$ cat config.mk
export PLATFORM = sky130hd
export DESIGN_NAME = printf_number_formatter_core
export DESIGN_NICKNAME = d
export VERILOG_FILES = /design/src/pnf_pkg.sv /design/src/pnf_ctrl.sv /design/src/pnf_datapath.sv /design/src/printf_number_formatter_core.sv
export SDC_FILE = /design/constraint.sdc
export NUM_CORES = 1
export LEC_CHECK = 0
export BUFFER_PORTS_ARGS = -buffer_cell sky130_fd_sc_hd__buf_2
export CORE_ASPECT_RATIO = 1.2
export CORE_MARGIN = 3
export CORE_UTILIZATION = 40
export DETAILED_ROUTE_END_ITERATION = 10
export PLACE_DENSITY_LB_ADDON = 0.25
export REMOVE_ABC_BUFFERS = 1
export SYNTH_ARGS = -nofsm -noshare
export SYNTH_HDL_FRONTEND = slang
export SYNTH_SLANG_ARGS = --single-unit
$ cat constraint.sdc
create_clock -name clk -period 4.2 [get_ports clk]
set_clock_uncertainty 0.15 [all_clocks]
set_input_delay 0.21 -clock clk [delete_from_list [all_inputs] [get_ports clk]]
set_output_delay 0.21 -clock clk [all_outputs]
set_load 0.02 [all_outputs]
$ cat src/pnf_pkg.sv
package pnf_pkg;

	localparam int ARG_W   = 64;
	localparam int CHAR_W  = 8;
	localparam int KIND_W  = 3;
	localparam int DEC_DIGITS = 10;
	localparam int OCT_DIGITS = 11;
	localparam int HEX_DIGITS = 16;
	localparam int BCD_W   = 4 * DEC_DIGITS;
	localparam int IDX_W   = 4;
	localparam int DAB_W   = 5;

	localparam logic [KIND_W-1:0] KIND_PERCENT = 3'd0;
	localparam logic [KIND_W-1:0] KIND_CHAR    = 3'd1;
	localparam logic [KIND_W-1:0] KIND_SDEC    = 3'd2;
	localparam logic [KIND_W-1:0] KIND_UDEC    = 3'd3;
	localparam logic [KIND_W-1:0] KIND_OCT     = 3'd4;
	localparam logic [KIND_W-1:0] KIND_HEX     = 3'd5;

	localparam logic [CHAR_W-1:0] CH_PERCENT = 8'h25;
	localparam logic [CHAR_W-1:0] CH_ZERO    = 8'h30;
	localparam logic [CHAR_W-1:0] CH_X       = 8'h78;
	localparam logic [CHAR_W-1:0] CH_MINUS   = 8'h2d;
	localparam logic [CHAR_W-1:0] CH_A       = 8'h61;

	typedef struct packed {
		logic [KIND_W-1:0] kind;
		logic [ARG_W-1:0]  argument;
	} pnf_in_t;

	typedef struct packed {
		logic [CHAR_W-1:0] character;
		logic              last;
	} pnf_out_t;

	typedef enum logic [2:0] {
		ST_IDLE,
		ST_ONE,
		ST_MINUS,
		ST_CONVERT,
		ST_PFX0,
		ST_PFXX,
		ST_FIND,
		ST_DIGITS
	} pnf_state_t;

	typedef enum logic [2:0] {
		SEL_SINGLE,
		SEL_ZERO,
		SEL_X,
		SEL_MINUS,
		SEL_DIGIT
	} pnf_sel_t;

	typedef struct packed {
		logic     load;
		logic     dab_step;
		logic     find;
		logic     digit_step;
		logic     emit;
		logic     last;
		pnf_sel_t sel;
	} pnf_cmd_t;

	typedef struct packed {
		logic dab_last;
		logic idx_zero;
	} pnf_stat_t;

	function automatic logic [CHAR_W-1:0] digit_char(input logic [3:0] d);
		if (d < 4'd10) begin
			digit_char = CH_ZERO + {4'd0, d};
		end else begin
			digit_char = CH_A + {4'd0, d} - 8'd10;
		end
	endfunction

endpackage

$ cat src/pnf_ctrl.sv
module pnf_ctrl
	import pnf_pkg::*;
(
	input  logic              clk,
	input  logic              arst_n,
	input  logic              start,
	input  logic [KIND_W-1:0] kind,
	input  logic              sign,
	input  pnf_stat_t         stat,
	output pnf_cmd_t          cmd,
	output logic              busy
);

	pnf_state_t state_q, state_d;

	always_ff @(posedge clk or negedge arst_n) begin
		if (!arst_n) begin
			state_q <= ST_IDLE;
		end else begin
			state_q <= state_d;
		end
	end

	always_comb begin
		state_d = state_q;
		unique case (state_q)
			ST_IDLE: begin
				if (start) begin
					unique case (kind)
						KIND_PERCENT, KIND_CHAR: state_d = ST_ONE;
						KIND_SDEC:               state_d = sign ? ST_MINUS : ST_CONVERT;
						KIND_UDEC:               state_d = ST_CONVERT;
						KIND_OCT, KIND_HEX:      state_d = ST_FIND;
						default:                 state_d = ST_PFX0;
					endcase
				end
			end
			ST_ONE:     state_d = ST_IDLE;
			ST_MINUS:   state_d = ST_CONVERT;
			ST_CONVERT: if (stat.dab_last) state_d = ST_FIND;
			ST_PFX0:    state_d = ST_PFXX;
			ST_PFXX:    state_d = ST_FIND;
			ST_FIND:    state_d = ST_DIGITS;
			ST_DIGITS:  if (stat.idx_zero) state_d = ST_IDLE;
			default:    state_d = ST_IDLE;
		endcase
	end

	always_comb begin
		cmd = '{load: 1'b0, dab_step: 1'b0, find: 1'b0, digit_step: 1'b0,
			emit: 1'b0, last: 1'b0, sel: SEL_SINGLE};
		busy = 1'b1;
		unique case (state_q)
			ST_IDLE: begin
				busy = 1'b0;
				cmd.load = start;
			end
			ST_ONE: begin
				cmd.emit = 1'b1;
				cmd.last = 1'b1;
				cmd.sel  = SEL_SINGLE;
			end
			ST_MINUS: begin
				cmd.emit = 1'b1;
				cmd.sel  = SEL_MINUS;
			end
			ST_CONVERT: cmd.dab_step = 1'b1;
			ST_PFX0: begin
				cmd.emit = 1'b1;
				cmd.sel  = SEL_ZERO;
			end
			ST_PFXX: begin
				cmd.emit = 1'b1;
				cmd.sel  = SEL_X;
			end
			ST_FIND: cmd.find = 1'b1;
			ST_DIGITS: begin
				cmd.emit       = 1'b1;
				cmd.sel        = SEL_DIGIT;
				cmd.digit_step = 1'b1;
				cmd.last       = stat.idx_zero;
			end
			default: busy = 1'b1;
		endcase
	end

endmodule

$ cat src/pnf_datapath.sv
module pnf_datapath
	import pnf_pkg::*;
(
	input  logic      clk,
	input  logic      arst_n,
	input  pnf_in_t   request,
	input  pnf_cmd_t  cmd,
	output pnf_stat_t stat,
	output pnf_out_t  result,
	output logic      strobe
);

	logic [KIND_W-1:0] kind_q;
	logic [ARG_W-1:0]  val_q;
	logic [BCD_W-1:0]  bcd_q;
	logic [DAB_W-1:0]  dab_cnt_q;
	logic [IDX_W-1:0]  idx_q;
	pnf_out_t          out_q;
	logic              strobe_q;

	logic              is_dec, is_oct;
	logic [31:0]       low32, mag32;
	logic [ARG_W-1:0]  load_val;
	logic [BCD_W-1:0]  bcd_adj;
	logic [IDX_W-1:0]  lead_idx;
	logic [3:0]        cur_digit;
	logic [CHAR_W-1:0] char_d;

	assign is_dec = (kind_q == KIND_SDEC) || (kind_q == KIND_UDEC);
	assign is_oct = (kind_q == KIND_OCT);

	assign low32 = request.argument[31:0];
	assign mag32 = 32'd0 - low32;

	always_comb begin
		unique case (request.kind)
			KIND_PERCENT, KIND_CHAR, KIND_UDEC, KIND_OCT, KIND_HEX:
				load_val = {32'd0, low32};
			KIND_SDEC:
				load_val = {32'd0, low32[31] ? mag32 : low32};
			default:
				load_val = request.argument;
		endcase
	end

	// shift-add-3: bump digits of 5 or more before each shift
	always_comb begin
		for (int i = 0; i < DEC_DIGITS; i++) begin
			bcd_adj[4*i +: 4] = (bcd_q[4*i +: 4] >= 4'd5) ? bcd_q[4*i +: 4] + 4'd3
				: bcd_q[4*i +: 4];
		end
	end

	// highest nonzero digit; stays 0 for a zero value so one '0' prints
	always_comb begin
		lead_idx = '0;
		if (is_dec) begin
			for (int i = 0; i < DEC_DIGITS; i++) begin
				if (bcd_q[4*i +: 4] != 4'd0) lead_idx = IDX_W'(i);
			end
		end else if (is_oct) begin
			for (int i = 0; i < OCT_DIGITS; i++) begin
				if (val_q[3*i +: 3] != 3'd0) lead_idx = IDX_W'(i);
			end
		end else begin
			for (int i = 0; i < HEX_DIGITS; i++) begin
				if (val_q[4*i +: 4] != 4'd0) lead_idx = IDX_W'(i);
			end
		end
	end

	always_comb begin
		cur_digit = '0;
		if (is_dec) begin
			for (int i = 0; i < DEC_DIGITS; i++) begin
				if (idx_q == IDX_W'(i)) cur_digit = bcd_q[4*i +: 4];
			end
		end else if (is_oct) begin
			for (int i = 0; i < OCT_DIGITS; i++) begin
				if (idx_q == IDX_W'(i)) cur_digit = {1'b0, val_q[3*i +: 3]};
			end
		end else begin
			for (int i = 0; i < HEX_DIGITS; i++) begin
				if (idx_q == IDX_W'(i)) cur_digit = val_q[4*i +: 4];
			end
		end
	end

	always_comb begin
		unique case (cmd.sel)
			SEL_SINGLE: char_d = (kind_q == KIND_PERCENT) ? CH_PERCENT : val_q[7:0];
			SEL_ZERO:   char_d = CH_ZERO;
			SEL_X:      char_d = CH_X;
			SEL_MINUS:  char_d = CH_MINUS;
			SEL_DIGIT:  char_d = digit_char(cur_digit);
			default:    char_d = CH_ZERO;
		endcase
	end

	always_ff @(posedge clk) begin
		if (cmd.load) begin
			kind_q    <= request.kind;
			val_q     <= load_val;
			bcd_q     <= '0;
			dab_cnt_q <= '0;
		end else if (cmd.dab_step) begin
			bcd_q     <= {bcd_adj[BCD_W-2:0], val_q[31]};
			val_q     <= {val_q[ARG_W-2:0], 1'b0};
			dab_cnt_q <= dab_cnt_q + DAB_W'(1);
		end
		if (cmd.find) begin
			idx_q <= lead_idx;
		end else if (cmd.digit_step) begin
			idx_q <= idx_q - IDX_W'(1);
		end
		if (cmd.emit) begin
			out_q.character <= char_d;
			out_q.last      <= cmd.last;
		end
	end

	always_ff @(posedge clk or negedge arst_n) begin
		if (!arst_n) begin
			strobe_q <= 1'b0;
		end else begin
			strobe_q <= cmd.emit;
		end
	end

	assign stat.dab_last = (dab_cnt_q == {DAB_W{1'b1}});
	assign stat.idx_zero = (idx_q == '0);
	assign result = out_q;
	assign strobe = strobe_q;

endmodule

$ cat src/printf_number_formatter_core.sv
// channel   signals                     direction  handshake
// request   start, busy, request        in         taken when start & !busy
// result    strobe, result              out        one strobe per character, no stall
//
// Digits leave one per cycle; each character is formed combinationally and registered before it leaves.
// Percent and char emit one character. Octal/hex: a find step, then the digits. Pointer: '0', 'x', find, digits.
// Decimal: a minus sign if negative, 32 shift-add-3 steps, a find step, then the digits.
// busy drops as the last character is registered; a new item may start then.
// Reset clears the controller and the strobe; the receiver cannot stall.
module printf_number_formatter_core
	import pnf_pkg::*;
(
	input  logic     clk,
	input  logic     arst_n,
	input  logic     start,
	output logic     busy,
	input  pnf_in_t  request,
	output pnf_out_t result,
	output logic     strobe
);

	pnf_cmd_t  cmd;
	pnf_stat_t stat;

	pnf_ctrl u_ctrl (
		.clk    (clk),
		.arst_n (arst_n),
		.start  (start),
		.kind   (request.kind),
		.sign   (request.argument[31]),
		.stat   (stat),
		.cmd    (cmd),
		.busy   (busy)
	);

	pnf_datapath u_datapath (
		.clk     (clk),
		.arst_n  (arst_n),
		.request (request),
		.cmd     (cmd),
		.stat    (stat),
		.result  (result),
		.strobe  (strobe)
	);

endmodule

; Yosys cells after proc, flatten, opt, wreduce, memory -nomap -nowiden
; Cells that the tools add are included.
[op_classes]
magnitude_cmp = 11
add_sub_neg = 16
n_eq_ne = 37
n_mux = 108
n_reduce_logical = 47
[ops]
columns = operator, n
row1 = 2-to-1 mux 4 bit, 54
row2 = 2-to-1 mux 64 bit, 2
row3 = case mux 64 bit (2 select lines), 1
row4 = nonzero test 4 bit, 24
row5 = 2-to-1 mux 3 bit, 27
row6 = >= comparator 4 x 3 -> 1 bit (second input constant), 10
row7 = adder 4 x 2 -> 4 bit (second input constant), 9
row8 = == test 4 bit (second input constant), 8
row9 = 2-to-1 mux 32 bit, 1
row10 = case mux 8 bit (4 select lines), 1
row11 = subtractor 1 x 32 -> 32 bit (first input constant), 1
row12 = nonzero test 3 bit, 10
row13 = == test 3 x 2 -> 1 bit (second input constant), 8
row14 = == test 3 bit (second input constant), 8
row15 = case mux 3 bit (4 select lines), 2
row16 = case mux 3 bit (8 select lines), 1
row17 = == test 4 x 3 -> 1 bit (second input constant), 4
row18 = 2-to-1 mux 8 bit, 2
row19 = zero test 3 bit, 4
row20 = 2-to-1 mux 2 bit, 6
row21 = 2-to-1 mux 1 bit, 10
row22 = OR reduction 5 bit, 2
row23 = adder 7 x 4 -> 8 bit (first input constant), 1
row24 = == test 4 x 2 -> 1 bit (second input constant), 2
row25 = 17 further kinds, 21
[totals]
output_inout_bits = 11
ff_bits = 129

; Logic depth before layout (Yosys ltp)
[logic_depth]
ltp_word = 23
ltp_mapped = 15
depth_no_buf = 12

; Modules after synthesis
; From an unflattened synthesis, not the netlist that was laid out.
[hier_totals]
hier_cells = 1105
area_unflattened_um2 = 9085.0
[modules_own_cells]
columns = module, n_inst, cells_each, area_each_um2
row1 = pnf_datapath, 1, 1058, 8722.1
row2 = pnf_ctrl, 1, 47, 362.8

; Least setup slack after synthesis
; OpenSTA, ideal clock, no wires.
[synth_path]
kind = register -> register
start = reg u_ctrl.state_q[0]
end = reg u_datapath.val_q[0], enable pin
stages_incl_launch_ff = 9
path_buffers = 3
arrival_time_ns = 2.637
setup_slack_ns = 0.723
synth_period_minus_slack_ns = 3.477
setup_time_ns = 0.690
cell_sequence = dfrtp_1 clkbuf_1 inv_1 nand2_1 nor2_1 nand2_1 clkbuf_1 clkbuf_1 nand2_1
[synth_via]
elab_chain_len = 3
[synth_rtl]
columns = item, line_no
row1 = "start, declared", pnf_ctrl.sv:14  ; pnf_state_t state_q, state_d;
row2 = "start signal, assigned", pnf_ctrl.sv:20  ; state_q <= state_d;
row3 = == test 3 x 2 -> 1 bit or zero test 3 bit (tied branches), pnf_ctrl.sv:53  ; unique case (state_q)
row4 = 2-to-1 mux 1 bit, pnf_ctrl.sv:53
row5 = nonzero test 2 bit (no line) *, --
row6 = "end signal, assigned", pnf_datapath.sv:103  ; val_q <= load_val;
row7 = "end signal, assigned", pnf_datapath.sv:108  ; val_q <= {val_q[ARG_W-2:0], 1'b0};
row8 = "end, declared", pnf_datapath.sv:14  ; logic [ARG_W-1:0] val_q;
; Mark *: on every way between the ends. The rest lies on a longest branch, timed or not.
; A chain may end at the register's enable or synchronous reset.

; Final worst setup path
[layout_path]
start = reg u_datapath.idx_q[0]
end = reg u_datapath.out_q (netlist bit u_datapath.result[1]), data pin
[layout_via]
elab_chain_len = 23
[layout_rtl]
columns = item, line_no
row1 = "start, declared", pnf_datapath.sv:17  ; logic [IDX_W-1:0] idx_q;
row2 = "start signal, assigned", pnf_datapath.sv:112  ; idx_q <= lead_idx;
row3 = "start signal, assigned", pnf_datapath.sv:114  ; idx_q <= idx_q - IDX_W'(1);
row4 = zero test 4 bit, "pnf_datapath.sv:76, pnf_datapath.sv:80, pnf_datapath.sv:84"
row5 = 2-to-1 mux 4 bit (16 in a row), pnf_datapath.sv:84  ; if (idx_q == IDX_W'(i)) cur_digit = val_q[4*i +: 4];
row6 = 2-to-1 mux 4 bit, pnf_datapath.sv:78  ; end else if (is_oct) begin
row7 = 2-to-1 mux 4 bit *, pnf_datapath.sv:74  ; if (is_dec) begin
row8 = adder 7 x 4 -> 8 bit, pnf_pkg.sv:74  ; digit_char = CH_A + {4'd0, d} - 8'd10;
row9 = subtractor 8 x 4 -> 8 bit, pnf_pkg.sv:74
row10 = 2-to-1 mux 8 bit *, pnf_pkg.sv:71  ; if (d < 4'd10) begin
row11 = case mux 8 bit (4 select lines) *, pnf_datapath.sv:90  ; unique case (cmd.sel)
row12 = named net u_datapath.char_d[0], pnf_datapath.sv:27  ; logic [CHAR_W-1:0] char_d;
row13 = "end, declared", pnf_datapath.sv:18  ; pnf_out_t out_q;
; Mark *: on every way through the listed nets, which the timed path passes. The rest lies on a longest branch.

==> summary.md <==
| Metric | Value |
|---|---|
| Avg Cell Area, Syn | 8.10 um^2 |
| Crit path to | u_datapath.result[1]$_DFFE_PP_ |
| Maximum vdd drop | 0.333 mV |
| Final Hold Fails | 0 |
| CTS tree | yes |
| Fin crit period | 3.91 ns |
| Pwr Total | 7.57 mW |
| Fillers | 2169 |
| CTS Sinks | 129 |
| Core area | 21900 um^2 |
| Reg-to-reg slack, setup | 0.29 ns |
| Ys flop type | edfxtp_1 |
| Post-route ant nets | 0 |
| Critical Path Start Type | flip-flop |
| Final setup viols | 0 |
| Leak | 3.97 nW |
| Number of vias per cell | 5.97 |
| Crit path capture type | flip-flop |
| Total of max-cap violations | 0 |
| Number of synthesized flops with an enable pin | 80 |
| Synthesized cell area | 8980 um^2 |
| Most frequent cell after synthesis | nand2_1 |
| Post-Layout Cell Count | 1484 |
| Crit path cell chain | inv_1 -> ha_1 -> buf_4 -> nand3b_1 -> a2111oi_2 -> o221ai_1 -> a2111oi_2 -> a221oi_2 -> a41oi_1 -> xor2_1 -> o221ai_1 |
| Synth async-reset ratio | 3.10% |
| Sequential Area | 3400 um^2 |
| Critical path type | reg2reg |
| TritonRoute pass-1 iters | 6 |
| Register area share after synthesis | 37.9% |
| Area delta synth->final | 17.4% |
| Synth cell types | 76 |
| Clock Pin Slew Worst Setup and Hold Paths | 0.06 ns |
| Crit-path max cell delay | 0.70 ns |
| Post-layout instance area | 10500 um^2 |
| Reg2reg start | u_datapath.idx_q[0]$_DFFE_PP_ |
| Die area | 24300 um^2 |
| Die span in x | 143 um |
| ANT cells | 0 |
| Reg2reg end | u_datapath.result[1]$_DFFE_PP_ |
| Synth cell count leaders | nand2_1 (168), o21ai_0 (106), a21oi_1 (91), edfxtp_1 (80), nor2_1 (78) |
| Worst Path Arrival | 3.90 ns |
| Synth Instances | 1108 |
| Cell Pwr Density | 718 nW/um^2 |
| Routed wire length | 29.1 mm |
| Slew Limit Fails | 0 |
| CP required | 4.20 ns |
| Area occupied by multi-input gates | 5100 um^2 |
| Initial antenna violation count | 0 |
| DRC viols | 0 |
| First-pass GRT wire length | 45.4 mm |
| Post-synth top area share | 26.8% |
| Beginning of the critical path | u_datapath.idx_q[0]$_DFFE_PP_ |
| CTS HTree Levels | 4 |
| Residual overflow from global routing | 0 |
| CP max-delay cell | ha_1 |
| Worst-margin pin slew | 1.03 ns |
| I/O Pins | 81 |
| Yosys warns | 0 |
| Clk buf depth | 2 |
| Num CTS Buffers | 17 |
| Fin util | 48.2% |
| Worst Hold Class | in2reg |
| Cell accounting for the most synthesized area | edfxtp_1 |
| Gr usage total | 23.7% |
| Worst-path maximum fanout | 17 |
| Post-DP Area | 9580 um^2 |
| Placed insts | 1414 |
| Skew-Pair Late Insertion Delay | 0.43 ns |
| Largest net degree at the start of global routing | 74 |
| Fin crit share | 93.0% |
| Die height | 170 um |
| RSZ-0062 raised after global routing | false |
| Share of cells above drive strength 1 | 13.0% |
| Outcome | finished clean |
| Routed len/inst | 19.6 um |
| Placer Congestion | 0.986 |
| IO Port Bufs | 80 |
| Dominant cells by area after synthesis | edfxtp_1 (27%), dfxtp_1 (10%), nand2_1 (7.0%) |
| Placement row count | 59 |
| HPWL after DPL | 21.1 mm |
| FF+latch count, synth | 129 |
| Setup_tns | 0 ns |
| Final net count | 1296 |
| Clk root buf | clkbuf_16 |
| F_max | 256 MHz |
| Vias | 8860 |
| Post-CTS Setup Inserts | 0 |
| DRT iter0 DRCs | 678 |
| Relative slew slack | 31.6% |
| Reg2Reg Depth | 11 |
| Starting density of the core | 41.1% |
| Vias in the first global route | 8313 |
critical path: cells and delay by family, from the launching register on:
family                     cells  cell delay (ns)
buffers and inverters          2             0.49
xor gates and xnor gates       1             0.18
and+or+nand+nor                1             0.14
adders and majority gates      1             0.70
AOI/OAI and AO/OA              6             1.54
DFF                            1             0.44
per-layer routing:
layer | wire length (um) | up-vias | track usage (%)
met4 | 1030 | 0 | 10.0
met2 | 14100 | 325 | 39.2
met1 | 12400 | 4229 | 30.7
met3 | 1640 | 66 | 3.79
met5 | 0 | - | 0
li1 | - | 4240 | -
registers in the layout, summed over array words and instances, names as in the netlist:
name	flops
u_ctrl.state_q	3
u_datapath.bcd_q	40
u_datapath.dab_cnt_q	5
u_datapath.idx_q	4
u_datapath.kind_q	3
u_datapath.result	9
u_datapath.strobe	1
u_datapath.val_q	64
report_power, final:
group / internal, mW / switching [mW] / leakage (nW)
Sequential: 1.89 / 0.554 / 1.16
Clock: 0.877 / 0.607 / 0.273
Combinational: 1.37 / 2.26 / 2.53
timing repair:
item / 4_1_cts / 5_1_grt
hold buffers: 38 / 0
resized for setup: 0 / 0
hold endpoints to repair: 40 / 0
how the worst min path moves through the flow:
stage	start	cells after the start	slack [ns]	end
5_1_grt	request[16]	3	0.02	u_datapath.val_q[16]$_DFFE_PP_
2_1_floorplan	arst_n	0	-0.24	u_ctrl.state_q[0]$_DFFE_PN0P_
6_report	request[16]	3	0.01	u_datapath.val_q[16]$_DFFE_PP_
3_5_place_dp	arst_n	1	-0.13	u_datapath.strobe$_DFF_PN0_
3_3_place_gp	arst_n	1	-0.13	u_datapath.strobe$_DFF_PN0_
4_1_cts	request[16]	3	0.004	u_datapath.val_q[16]$_DFFE_PP_
layout by cell type, fill, tap and decap left out, types with 11 or more instances in the layout:
cell and n:
nor2_1 78, xnor2_1 27, dlygate4sd3_1 38, a21oi_1 91
nor2b_1 11, ha_1 29, buf_2 80, a31oi_1 18
nor4_1 13, nand2_1 166, buf_4 20, dfxtp_1 45
clkbuf_16 17, nand3_1 74, inv_1 39, o21ai_0 106
nand2b_1 25, nor3_1 17, edfxtp_1 80, xor2_1 25
cell type report:
type	count	area share (%)
tap	274	3.25
timing repair buffer	139	9.02
clock inverter	15	1.50
clock buffer	17	4.04
multi-input combinational	868	48.4
sequential	129	32.3
inverter	42	1.50
metrics by stage:
| step | setup slack (ns) | hold slack, ns |
|---|---|---|
| 2_1_floorplan | -0.919 | -0.236 |
| 3_3_place_gp | 0.483 | -0.133 |
| 3_5_place_dp | 0.372 | -0.127 |
| 4_1_cts | 0.363 | 0.00371 |
| 5_1_grt | 0.0466 | 0.0183 |
| 6_report | 0.294 | 0.0107 |
cell families after synthesis:
family / synth area share, %
muxes: 0.251
buffers and inverters: 5.35
DFF: 37.9
and+or+nand+nor: 23.2
adders and majority gates: 4.04
xor gates and xnor gates: 5.07
AOI/OAI and AO/OA: 24.1
Power figures use the tool's default switching activity.
